$ cat config.mk
export PLATFORM = sky130hd
export DESIGN_NAME = modular_exponentiation
export DESIGN_NICKNAME = d
export VERILOG_FILES = /design/src/sv/modexp_pkg.sv /design/src/sv/modular_exponentiation.sv /design/src/sv/modexp_mulmod.sv
export SDC_FILE = /design/constraint.sdc
export NUM_CORES = 1
export LEC_CHECK = 0
export BUFFER_PORTS_ARGS = -buffer_cell sky130_fd_sc_hd__buf_2
export CAP_MARGIN = 20
export CORE_AREA = 2 2 210 191
export CTS_CLUSTER_DIAMETER = 30
export DETAILED_ROUTE_END_ITERATION = 12
export DIE_AREA = 0 0 212 193
export PLACE_DENSITY = 0.59
export SLEW_MARGIN = 20
export SYNTH_ARGS = -nofsm -noshare
export SYNTH_HDL_FRONTEND = slang
export SYNTH_SLANG_ARGS = --single-unit
$ cat constraint.sdc
create_clock -name clk -period 6.25 [get_ports clk]
set_input_delay 0.9375 -clock clk [delete_from_list [all_inputs] [get_ports clk]]
set_output_delay 0.9375 -clock clk [all_outputs]
set_load 0.03 [all_outputs]
$ cat src/sv/modexp_pkg.sv
// ============================================================================
// modexp_pkg
// Shared widths, sequencer states and unit status for the modular
// exponentiation block.
// ============================================================================
package modexp_pkg;

    // Operand width used by the arithmetic (low bits of every field)
    localparam int WIDTH = 32;
    // Width of the fields on the ports
    localparam int FIELD_W = 32;
    // Bit counter of the shared multiplier
    localparam int CNT_W = (WIDTH > 1) ? $clog2(WIDTH) : 1;

    // Exponentiation sequencer states
    typedef enum logic [2:0] {
        ST_IDLE,
        ST_REDUCE,
        ST_MUL,
        ST_SQR,
        ST_OUT
    } state_t;

    // Status of the shared modular multiplier
    typedef struct packed {
        logic busy;
        logic done;
    } mm_status_t;

endpackage

$ cat src/sv/modular_exponentiation.sv
// ============================================================================
// modular_exponentiation
// Computes base^exponent mod modulus by right-to-left binary
// square-and-multiply over one shared shift-add-reduce multiplier.
// ============================================================================
//
//  Channel   Dir  Handshake            Payload
//  s_*       in   s_tvalid / s_tready  s_tdata[31:0] base, [63:32] exponent
//  m_*       out  m_tvalid / m_tready  m_tdata[31:0] power_mod
//  cfg_*     in   cfg_wen              cfg_wdata[31:0] modulus
//
//  Each modular multiply runs in the shared unit. An item takes one base
//  reduction, one multiply per set exponent bit and one square per bit
//  below the highest set bit: at most 64 multiplies. A zero modulus skips
//  the arithmetic; a zero exponent still costs the one base reduction.
//  s_tready is high only while the sequencer is idle; a result waits in the
//  output register while the next beat is taken. Reset sets the modulus to 1.
//
module modular_exponentiation (
    input  logic        clk,
    input  logic        rst_n,
    input  logic        s_tvalid,
    output logic        s_tready,
    input  logic [63:0] s_tdata,   // [31:0] base, [63:32] exponent
    output logic        m_tvalid,
    input  logic        m_tready,
    output logic [31:0] m_tdata,   // [31:0] power_mod
    input  logic        cfg_wen,
    input  logic [31:0] cfg_wdata
);

    localparam int W  = modexp_pkg::WIDTH;
    localparam int FW = modexp_pkg::FIELD_W;

    modexp_pkg::state_t     state_reg, state_next;
    modexp_pkg::mm_status_t mm_status;

    logic [FW-1:0] modulus_reg;
    logic [W-1:0]  base_reg, base_next;
    logic [W-1:0]  exp_reg, exp_next;
    logic [W-1:0]  acc_reg, acc_next;
    logic [W-1:0]  sq_reg, sq_next;
    logic          out_valid_reg, out_valid_next;
    logic [FW-1:0] out_data_reg, out_data_next;

    logic [W-1:0]  m_val;
    logic [W-1:0]  one_mod;
    logic [W-1:0]  exp_hi;
    logic [W-1:0]  mm_result;
    logic [W-1:0]  mm_mplier;
    logic [W-1:0]  mm_mcand;
    logic          mm_start;
    logic          accept;
    logic          out_free;

    assign m_val    = modulus_reg[W-1:0];
    assign one_mod  = (m_val == W'(1)) ? '0 : W'(1);
    assign exp_hi   = exp_reg >> 1;
    assign accept   = s_tvalid && s_tready;
    assign out_free = !out_valid_reg || m_tready;

    // Shared multiplier operands
    assign mm_mplier = (state_reg == modexp_pkg::ST_REDUCE) ? base_reg : sq_reg;
    assign mm_mcand  = (state_reg == modexp_pkg::ST_SQR) ? sq_reg : acc_reg;

    modexp_mulmod u_mulmod (
        .clk     (clk),
        .rst_n   (rst_n),
        .start   (mm_start),
        .mplier  (mm_mplier),
        .mcand   (mm_mcand),
        .modulus (m_val),
        .status  (mm_status),
        .result  (mm_result)
    );

    // Next state
    always_comb
    begin
        state_next = state_reg;
        case (state_reg)
            modexp_pkg::ST_IDLE:
            begin
                if (s_tvalid)
                begin
                    state_next = (m_val == '0) ? modexp_pkg::ST_OUT
                                               : modexp_pkg::ST_REDUCE;
                end
            end
            modexp_pkg::ST_REDUCE:
            begin
                if (mm_status.done)
                begin
                    if (exp_reg[0])
                        state_next = modexp_pkg::ST_MUL;
                    else if (exp_hi == '0)
                        state_next = modexp_pkg::ST_OUT;
                    else
                        state_next = modexp_pkg::ST_SQR;
                end
            end
            modexp_pkg::ST_MUL:
            begin
                if (mm_status.done)
                begin
                    state_next = (exp_hi == '0) ? modexp_pkg::ST_OUT
                                                : modexp_pkg::ST_SQR;
                end
            end
            modexp_pkg::ST_SQR:
            begin
                // higher bits are known nonzero here
                if (mm_status.done)
                begin
                    state_next = exp_reg[1] ? modexp_pkg::ST_MUL
                                            : modexp_pkg::ST_SQR;
                end
            end
            modexp_pkg::ST_OUT:
            begin
                if (out_free)
                    state_next = modexp_pkg::ST_IDLE;
            end
            default:
            begin
                state_next = modexp_pkg::ST_IDLE;
            end
        endcase
    end

    // Outputs and datapath loads
    always_comb
    begin
        s_tready       = 1'b0;
        mm_start       = 1'b0;
        base_next      = base_reg;
        exp_next       = exp_reg;
        acc_next       = acc_reg;
        sq_next        = sq_reg;
        out_valid_next = out_valid_reg && !m_tready;
        out_data_next  = out_data_reg;
        case (state_reg)
            modexp_pkg::ST_IDLE:
            begin
                s_tready = 1'b1;
                if (accept)
                begin
                    base_next = s_tdata[W-1:0];
                    exp_next  = s_tdata[FW+W-1:FW];
                    acc_next  = (m_val == '0) ? '0 : one_mod;
                end
            end
            modexp_pkg::ST_REDUCE:
            begin
                mm_start = !mm_status.busy && !mm_status.done;
                if (mm_status.done)
                    sq_next = mm_result;
            end
            modexp_pkg::ST_MUL:
            begin
                mm_start = !mm_status.busy && !mm_status.done;
                if (mm_status.done)
                    acc_next = mm_result;
            end
            modexp_pkg::ST_SQR:
            begin
                mm_start = !mm_status.busy && !mm_status.done;
                if (mm_status.done)
                begin
                    sq_next  = mm_result;
                    exp_next = exp_hi;
                end
            end
            modexp_pkg::ST_OUT:
            begin
                if (out_free)
                begin
                    out_valid_next = 1'b1;
                    out_data_next  = FW'(acc_reg);
                end
            end
            default:
            begin
                s_tready = 1'b0;
            end
        endcase
    end

    // Control registers
    always_ff @(posedge clk or negedge rst_n)
    begin
        if (!rst_n)
        begin
            state_reg     <= modexp_pkg::ST_IDLE;
            out_valid_reg <= 1'b0;
            modulus_reg   <= FW'(1);
        end
        else
        begin
            state_reg     <= state_next;
            out_valid_reg <= out_valid_next;
            if (cfg_wen)
                modulus_reg <= cfg_wdata;
        end
    end

    // Datapath registers
    always_ff @(posedge clk)
    begin
        base_reg     <= base_next;
        exp_reg      <= exp_next;
        acc_reg      <= acc_next;
        sq_reg       <= sq_next;
        out_data_reg <= out_data_next;
    end

    assign m_tvalid = out_valid_reg;
    assign m_tdata  = out_data_reg;

endmodule

$ cat src/sv/modexp_mulmod.sv
// ============================================================================
// modexp_mulmod
// Shared modular multiplier: result = mplier * mcand mod modulus, one
// multiplier bit per cycle, most significant bit first (shift-add-reduce).
// mcand must be below modulus; mplier may be any value.
// ============================================================================
module modexp_mulmod (
    input  logic                            clk,
    input  logic                            rst_n,
    input  logic                            start,
    input  logic [modexp_pkg::WIDTH-1:0]    mplier,
    input  logic [modexp_pkg::WIDTH-1:0]    mcand,
    input  logic [modexp_pkg::WIDTH-1:0]    modulus,
    output modexp_pkg::mm_status_t          status,
    output logic [modexp_pkg::WIDTH-1:0]    result
);

    localparam int W  = modexp_pkg::WIDTH;
    localparam int SW = modexp_pkg::WIDTH + 2;

    logic                           busy_reg, busy_next;
    logic                           done_reg, done_next;
    logic [modexp_pkg::CNT_W-1:0]   cnt_reg, cnt_next;
    logic [W-1:0]                   mplier_reg, mplier_next;
    logic [W-1:0]                   mcand_reg, mcand_next;
    logic [W-1:0]                   r_reg, r_next;

    logic [SW-1:0] sum;
    logic [SW-1:0] m1;
    logic [SW-1:0] m2;
    logic [SW-1:0] red;

    // One step: r = (2r + bit*mcand) mod m, sum stays below 3m
    always_comb
    begin
        m1  = SW'(modulus);
        m2  = SW'(modulus) << 1;
        sum = (SW'(r_reg) << 1) + (mplier_reg[W-1] ? SW'(mcand_reg) : '0);
        if (sum >= m2)
        begin
            red = sum - m2;
        end
        else if (sum >= m1)
        begin
            red = sum - m1;
        end
        else
        begin
            red = sum;
        end
    end

    // Step control
    always_comb
    begin
        busy_next   = busy_reg;
        done_next   = 1'b0;
        cnt_next    = cnt_reg;
        mplier_next = mplier_reg;
        mcand_next  = mcand_reg;
        r_next      = r_reg;
        if (busy_reg)
        begin
            r_next      = red[W-1:0];
            mplier_next = mplier_reg << 1;
            cnt_next    = cnt_reg + 1'b1;
            if (cnt_reg == modexp_pkg::CNT_W'(W - 1))
            begin
                busy_next = 1'b0;
                done_next = 1'b1;
            end
        end
        else if (start && !done_reg)
        begin
            busy_next   = 1'b1;
            cnt_next    = '0;
            mplier_next = mplier;
            mcand_next  = mcand;
            r_next      = '0;
        end
    end

    // Control registers
    always_ff @(posedge clk or negedge rst_n)
    begin
        if (!rst_n)
        begin
            busy_reg <= 1'b0;
            done_reg <= 1'b0;
            cnt_reg  <= '0;
        end
        else
        begin
            busy_reg <= busy_next;
            done_reg <= done_next;
            cnt_reg  <= cnt_next;
        end
    end

    // Datapath registers
    always_ff @(posedge clk)
    begin
        mplier_reg <= mplier_next;
        mcand_reg  <= mcand_next;
        r_reg      <= r_next;
    end

    assign status.busy = busy_reg;
    assign status.done = done_reg;
    assign result      = r_reg;

endmodule
* Word level (Yosys, flattened, before mapping) *
Cells that the tools add are included.
Widths: inputs -> output; s select.

cells by class
  bitwise logic cells = 1
  add/sub/neg operators = 4
  equality and inequality tests = 12
  reductions and logical operators = 24
  $lt $le $gt $ge = 2
  multiplexer cells = 38

operator list
  kind                 number
  $mux 32              13
  $pmux 32 s2          2
  $logic_not 32->1     2
  $sub 32x32->32       2
  $add 33x32->34       1
  $ge 34x32->1         1
  $ge 34x33->1         1
  $eq 32x1->1 const B  1
  $mux 3               8
  $pmux 3 s5           1
  $mux 1               12
  $mux 5               2
  $reduce_and 2->1     4
  $eq 3x2->1 const B   2
  $ne 2x1->1 const B   3
  $ne 2x2->1 const B   3
  $reduce_and 3->1     2
  $reduce_bool 2->1    3
  $add 5x1->5 const B  1
  $eq 5x5->1 const B   1
  $reduce_and 5->1     1
  $logic_and 1x1->1    4
  $logic_not 1->1      4
  $eq 3x1->1 const B   1
  6 further kinds      6

storage, ports and cells
  register bits = 299
  output and inout port bits = 34
  word-level logic and storage cells = 96
  input bits = 101

* Logic depth before layout (Yosys ltp) *
Gate-level depths: netlist of the first run.

  depth in word-level cells = 6
  mapped depth = 26
  mapped depth without buffers = 23

* By module *
From an unflattened synthesis of the first run, not the netlist that was laid out.

second synthesis, totals
  cells, all modules = 1514
  area total of the unflattened synthesis = 17206.5 µm²

by module, submodules not included
  module                  cells an instance  times used  sequential area each (µm²)  area an instance (µm²)
  modexp_mulmod           1014               1           3047.9                      9384.0
  modular_exponentiation  500                1           5706.7                      7822.5

* Least setup slack after synthesis of the first run *
Ideal clock, no wire load.

  kind = register -> register
  start point = register u_mulmod.mplier_reg[31]
  end point = register u_mulmod.r_reg[15] (netlist: u_mulmod.result[15]), data pin
  path buffers = 3
  cell stages (with the launch flop) = 27
  required time = 5.989 ns
  library setup time = 0.261 ns
  period minus slack after synthesis = 5.409 ns
  data arrival time = 5.149 ns
  setup slack = 0.841 ns
  cell sequence = edfxtp_1 clkbuf_1 and2_1 ha_1 inv_1 fa_1 nand2b_1 a21oi_1 o21bai_1 a21oi_1 nor2_1 or2_2 a21oi_1 xor2_1 ha_1 buf_2 a21oi_2 o21ai_1 a2111oi_0 nor2_1 a31oi_1 a31oi_1 nor4_2 nand2_2 buf_2 mux2i_1 a21oi_1

between the ends
  cells in the longest elaborated chain, start to end = 6
  elaborated cells on any way between the ends = 9
  classes of those cells = add/sub: 3; order compare: 2; mux: 4

RTL lines
  what                                            RTL line                                  source
  from (decl)                                     modexp_mulmod.sv:24                       logic [W-1:0] mplier_reg, mplier_next;
  from (signal assigned)                          modexp_mulmod.sv:103                      mplier_reg <= mplier_next;
  $mux 32 (*)                                     modexp_mulmod.sv:38                       sum = (SW'(r_reg) << 1) + (mplier_reg[W-1] ? SW'(mcand_reg) : '0);
  $add 33x32->34 (*)                              modexp_mulmod.sv:38
  $sub 32x32->32 or $ge 34x32->1 (tied branches)  modexp_mulmod.sv:45, modexp_mulmod.sv:43
  $mux 32                                         modexp_mulmod.sv:43                       else if (sum >= m1)
  $mux 32 (*)                                     modexp_mulmod.sv:39                       if (sum >= m2)
  $mux 32 (*)                                     modexp_mulmod.sv:62                       if (busy_reg)
  to (signal assigned)                            modexp_mulmod.sv:105                      r_reg <= r_next;
  to (decl)                                       modexp_mulmod.sv:26                       logic [W-1:0] r_reg, r_next;

Every way passes the cells marked *; elsewhere a longest branch is shown, timed or not.
A chain may end at the register's enable or synchronous reset.

* Final worst setup path of the first run *
  start point = register u_mulmod.mplier_reg[31]
  end point = register u_mulmod.r_reg[25] (netlist: u_mulmod.result[25]), data pin

Same word-level chain as after synthesis.

==> results of run 1 <==
[synth_stat cells, types with 8 or more instances]
library cell / number / share of area, %
edfxtp_1: 255 / 44
or3_1: 10 / 0.36
nand2b_1: 11 / 0.40
and3_1: 40 / 1.5
a31oi_1: 10 / 0.36
dfrtp_1: 42 / 6.1
o21a_1: 17 / 0.74
mux2i_1: 63 / 3.7
ha_1: 97 / 7.0
nand3_1: 21 / 0.61
buf_2: 8 / 0.23
nor2_1: 67 / 1.5
a211oi_1: 18 / 0.78
nor2b_1: 10 / 0.36
nand2_1: 134 / 2.9
o21bai_1: 17 / 0.74
nand4_1: 15 / 0.54
a21o_1: 42 / 1.8
and2_1: 44 / 1.6
clkbuf_1: 51 / 1.1
nor3_1: 16 / 0.46
o21ai_0: 136 / 4.0
xnor2_1: 53 / 2.7
inv_1: 59 / 1.3
xor2_1: 24 / 1.2
mux2_2: 65 / 4.2
o211ai_1: 11 / 0.48
a21oi_1: 108 / 3.1
nor4_1: 20 / 0.73
[per-layer routing]
metal / track usage [%] / share of wire [%]
met2: 33.4 / 42
met3: 3.48 / 5.2
met1: 34.8 / 50
met4: 7.29 / 2.2
met5: 0 / 0.028
[critical path, stage by stage (launching register included)]
cell and delay, ns:
edfxtp_1 0.39, buf_6 0.19, and2_1 0.16, ha_1 0.36, and3_1 0.25, o2111ai_1 0.15, o21bai_1 0.24, a21oi_1 0.23
nor2_1 0.08, or2_2 0.31, a21oi_1 0.23, xor2_2 0.30, ha_1 0.38, a21oi_2 0.19, o21ai_1 0.12, a2111oi_1 0.42
nor2_1 0.10, a31oi_1 0.24, a31oi_1 0.13, nor4_2 0.32, nand2_2 0.17, buf_12 0.24, mux2i_1 0.14, a211oi_1 0.24
[kinds of logic after synthesis]
kind of cell	after synthesis
compound gates	425
xor+xnor	77
fa+ha+maj	100
simple gates	408
buf+inv	123
mux	128
flops	299
[path summary, 6_finish.rpt]
check | cells after the start | startpoint | to
max | 23 | u_mulmod.mplier_reg[31] | u_mulmod.result[25]
min | 2 | rst_n | m_val[9]
max reg2reg | 23 | u_mulmod.mplier_reg[31] | u_mulmod.result[25]
min reg2reg | 0 | acc_reg[12] | m_tdata[12]
max in group asynchronous | 2 | rst_n | u_mulmod.busy_reg
min in group clk | 0 | acc_reg[12] | m_tdata[12]
[stage by stage]
step	cells	setup slack (ns)	cell area (um2)	hold slack, ns
finish	2304	0.440	20800	0.394
global route	2304	0.0342	20800	0.433
CTS	2303	0.315	20700	0.388
detailed placement	2187	0.380	18500	0.430
global placement	2187	0.552	18500	0.424
floorplan	1560	0.841	17200	0.420
[cell type report]
cell class              instances  area share, %
well taps                     532           3.21
flip-flops and latches        299           42.2
clock inverters                50           2.95
inverters                      60           1.08
multi-input cells            1138           38.7
clock buffers                  66           7.54
repair buffers                159           4.33
==> metrics.md, run 1 <==
| Metric | Value |
|---|---|
| F_max | about 170 MHz |
| Global-route wire length before repair | 71400 um |
| Synth unique cells | 74 |
| Core area | 0.0389 mm2 |
| Synth-to-Final Area Change | 20.5% |
| Ys Warns | 0 |
| CP max FO | 31 |
| GPL Wtd Cong | approximately 0.9 |
| Worst Tran Pin Value | 0.843 ns |
| Worst setup SP type | flop |
| Vias in the first global route | approximately 12000 |
| Die Area | between 0.04 and 0.05 mm2 |
| PostCTS Resize Cnt | 0 |
| Chip Width | roughly 210 um |
| Largest net degree at the start of global routing | 70 |
| Die Y | approximately 190 um |
| Top_reg_cell synth | edfxtp_1 |
| Via density | around 5.6 |
| FF+latch area | 0.00876 mm2 |
| Multi-input logic area | 0.00804 mm2 |
| Initial Util | around 44% |
| CTS H-Tree Depth | 2 |
| DR WL/cell | just over 20 um |
| Mux contribution to synthesized area | 7.91% |
| Final setup violation count | 0 |
| TNS Setup | 0 ns |
| Setup repair bufs after CTS | 0 |
| Gate Count Post-Synth | ~1600 |
| RSZ-0062 raised after global routing | false |
| Compound-Gate Fraction of Synth Area | 15.3% |
| Hold buffers post-CTS | 0 |
| CP Data Arrival Time | between 6 and 7 ns |
| Antenna violations before repair | 1 |
| Final Hold Viols | 0 |
| Final Skew | roughly 0.047 ns |
| Layout cells sized above 1 | between 20% and 30% |
| Worst Path Required | approximately 6.7 ns |
| Antenna Violating Nets Remaining | 0 |
| Number of detailed-route iterations in the first pass | 5 |
| Adder-cell share of the synthesized area | ~7.4% |
| DR vias | roughly 13000 |
| Clock sink total | about 300 |
| CTS Root Cell | clkbuf_16 |
| Detailed Route Iter0 Violations | about 900 |
| Max_slew headroom | 43.8% |
| Max cap viols | 0 |
| Longest Clk Path Bufs | 3 |
| Register bit total from synthesis | about 300 |
| I/O pin cnt | between 100 and 150 |
| Clock insertion delay at the later pin of the skew report | roughly 0.63 ns |
| Final routed DRC violation total | 0 |
| Most frequent cells in the layout | edfxtp_1, o21ai_0, buf_2, nand2_1, a21oi_1 |
| Mapped cell area | between 0.015 and 0.02 mm2 |
| Port-buffer cells | 134 |
| Post-DP HPWL | about 34000 um |
| Post-synthesis simple-gate area fraction | approximately an eighth |
| Total grt overflow | 0 |
| Register area share after synthesis | about 51% |
| FFs w/ async S/R, synth | between 10% and 20% |
| Critical Path End Type | flop |
| Largest family of logic cells by synthesized area | compound AO/OA/AOI/OAI gates |
| Tcrit/Tclk final | between 90% and 100% |
| CTS tree | yes |
| FILL cells | 3399 |
| GRT Overall Usage | approximately 23% |
| Setup Crit Path Kind | reg -> reg |
| Detailed Route WL | approximately 47000 um |
| Avg Inst Size Synth | roughly 11 um2 |
| Total CTS buffers | 61 |
| Min cycle time layout | between 5 and 6 ns |
| Most common cell after layout, fill and taps aside | edfxtp_1 |
| Hold Path Class | in -> async |
| Reg clk slew, reported paths | approximately 0.050 ns |
| Final Net Count | between 1500 and 2000 |
| R2r setup slk | around 0.44 ns |
| ANT cells | 0 |
| Syn Nets | approximately 1800 |
| Post-layout util | a little over half |
| FP Rows | approximately 70 |
| EDFF count, synth | 255 |
| Run status | complete, no violations |
| Max-slew violation count | 0 |
| Synth Area in XOR/XNOR | between 3 and 4% |
Power of run 1 is left out: the tool's default activity adds up to more than one toggle a clock period on the data nets, which glitch-free logic cannot reach.
==> run 2, diff against run 1 <==
--- a/config.mk
+++ b/config.mk
@@ -6,8 +6,8 @@
 export NUM_CORES = 1
 export LEC_CHECK = 0
 export BUFFER_PORTS_ARGS = -buffer_cell sky130_fd_sc_hd__buf_2
-export CAP_MARGIN = 20
 export CORE_AREA = 2 2 210 191
+export CTS_BUF_LIST = sky130_fd_sc_hd__clkbuf_8
 export CTS_CLUSTER_DIAMETER = 30
 export DETAILED_ROUTE_END_ITERATION = 12
 export DIE_AREA = 0 0 212 193
==> metrics.md, run 2 (synthesis results as in run 1) <==
| Metric | Value |
|---|---|
| FP Rows | just under 70 |
| CTS H-Tree Depth | 3 |
| Hold Path Class | in -> async |
| Antenna violations before repair | 0 |
| Setup repair bufs after CTS | 0 |
| Number of detailed-route iterations in the first pass | 5 |
| Min cycle time layout | between 5 and 6 ns |
| CP Data Arrival Time | just over 6 ns |
| Layout cells sized above 1 | 19.9% |
| CTS Root Cell | clkbuf_8 |
| Die Y | between 150 and 200 um |
| Final Net Count | between 1500 and 2000 |
| Crit path from | u_mulmod.mplier_reg[31] |
| Worst setup SP type | flop |
| CTS tree | yes |
| Chip Width | ~210 um |
| Crit path max-delay family | compound AO/OA/AOI/OAI gates |
| Global-route wire length before repair | a little over 70000 um |
| I/O pin cnt | roughly 140 |
| Via density | approximately 5.5 |
| Reg clk slew, reported paths | 0.05 ns |
| Setup Crit Path Kind | reg -> reg |
| Initial Util | 44.2% |
| GPL Wtd Cong | roughly 0.9 |
| Clock insertion delay at the later pin of the skew report | 0.64 ns |
| Max cap viols | 0 |
| TNS Setup | 0 ns |
| CP peak stage delay | ~0.4 ns |
| Vias in the first global route | between 10000 and 15000 |
| RSZ-0062 raised after global routing | false |
| Final setup violation count | 0 |
| CP max FO | 31 |
| Worst Tran Pin Value | approximately 0.84 ns |
| Final routed DRC violation total | 0 |
| Die Area | just over 0.04 mm2 |
| Final Hold Viols | 0 |
| PostCTS Resize Cnt | 0 |
| GRT Overall Usage | 22.8% |
| Crit path cell chain | buf_4 > and2_1 > ha_1 > and3_1 > o2111ai_1 > o21bai_1 > a21oi_1 > nor2_1 > or2_2 > a21oi_1 > xor2_2 > ha_1 > a21oi_2 > o21ai_1 > a2111oi_1 > nor2_1 > a31oi_1 > a31oi_1 > nor4_2 > nand2_2 > buf_12 > mux2i_1 > a21oi_1 |
| Most frequent CP cell | a21oi_1 |
| Antenna Violating Nets Remaining | 0 |
| Total grt overflow | 0 |
| Total CTS buffers | ~70 |
| Post-DP HPWL | around 34000 um |
| CP bufs+invs | 2 |
| Core area | 0.0389 mm2 |
| DR WL/cell | around 20 um |
| F_max | between 150 and 200 MHz |
| Most common cell after layout, fill and taps aside | edfxtp_1 |
| Max-slew violation count | 0 |
| Detailed Route Iter0 Violations | between 800 and 900 |
| Run status | complete, no violations |
| Critical Path End Type | flop |
| Longest Clk Path Bufs | 3 |
| Most frequent cells in the layout | edfxtp_1, o21ai_0, buf_2, nand2_1, a21oi_1 |
| Port-buffer cells | around 130 |
| Clock sink total | 299 |
| Largest net degree at the start of global routing | 70 |
| R2r setup slk | roughly 0.46 ns |
| Tcrit/Tclk final | between 90 and 100% |
| Worst Path Required | roughly 6.6 ns |
| Detailed Route WL | 46300 um |
| Max_slew headroom | about 44% |
| ANT cells | 0 |
| Hold buffers post-CTS | 0 |
| Crit-path slowest cell | a2111oi_1 |
| Worst reg2reg startpoint | u_mulmod.mplier_reg[31] |
| Synth-to-Final Area Change | 15.8% |
| Final Skew | roughly 0.036 ns |
| DR vias | 12800 |
[run 2: cell count changes in the layout (fill, tap and decap cells not counted), sizes merged]
| cell | delta |
|---|---|
| bufinv | -4 |
| clkbuf | +3 |
| clkinv | -2 |
| clkinvlp | +6 |
| inv | +6 |
[run 2: final timing paths]
check | end | cells after the start
setup reg to reg | u_mulmod.result[4] | 23
min in group clk | m_tdata[12] | 0
max in group asynchronous | u_mulmod.busy_reg | 2
hold reg to reg | m_tdata[12] | 0
setup / recovery | u_mulmod.result[4] | 23
hold / removal | m_val[9] | 2
[run 2: area by class of cell]
type	count	area, um2
Sequential cell	299	8760
Inverter	60	225
Timing Repair Buffer	159	896
Fill cell	3512	19000
Tap cell	532	666
Multi-Input combinational cell	1138	8040
Clock buffer	69	950
Clock inverter	56	420
[run 2: metrics by stage]
step | area [um2] | setup WS [ns] | utilization (%) | std cells | hold slack [ns]
2_1_floorplan | 17200 | 0.841 | - | 1560 | 0.420
3_3_place_gp | 18500 | 0.552 | 47.6 | 2187 | 0.424
3_5_place_dp | 18500 | 0.380 | 47.6 | 2187 | 0.430
4_1_cts | 19900 | 0.346 | 51.1 | 2312 | 0.365
5_1_grt | 19900 | 0.00836 | 51.2 | 2313 | 0.417
6_report | 19900 | 0.457 | 51.2 | 2313 | 0.392
[run 2: worst register-to-register path, delay by kind of cell (launching register included)]
kind / cells / cell delay (ns)
compound gates: 10 / 2.02
xor+xnor: 1 / 0.30
fa+ha+maj: 2 / 0.75
buf+inv: 2 / 0.47
flops: 1 / 0.38
mux: 1 / 0.21
simple gates: 7 / 1.39
[run 2: metal layers]
layer | GRT usage (%) | vias up | wire, um
li1 | - | 6205 | -
met1 | 34.7 | 6186 | 23400
met2 | 33.0 | 345 | 19500
met3 | 4.32 | 60 | 2520
met4 | 6.18 | 0 | 822
met5 | 0 | - | 0
Power of run 2 is left out for the same reason.
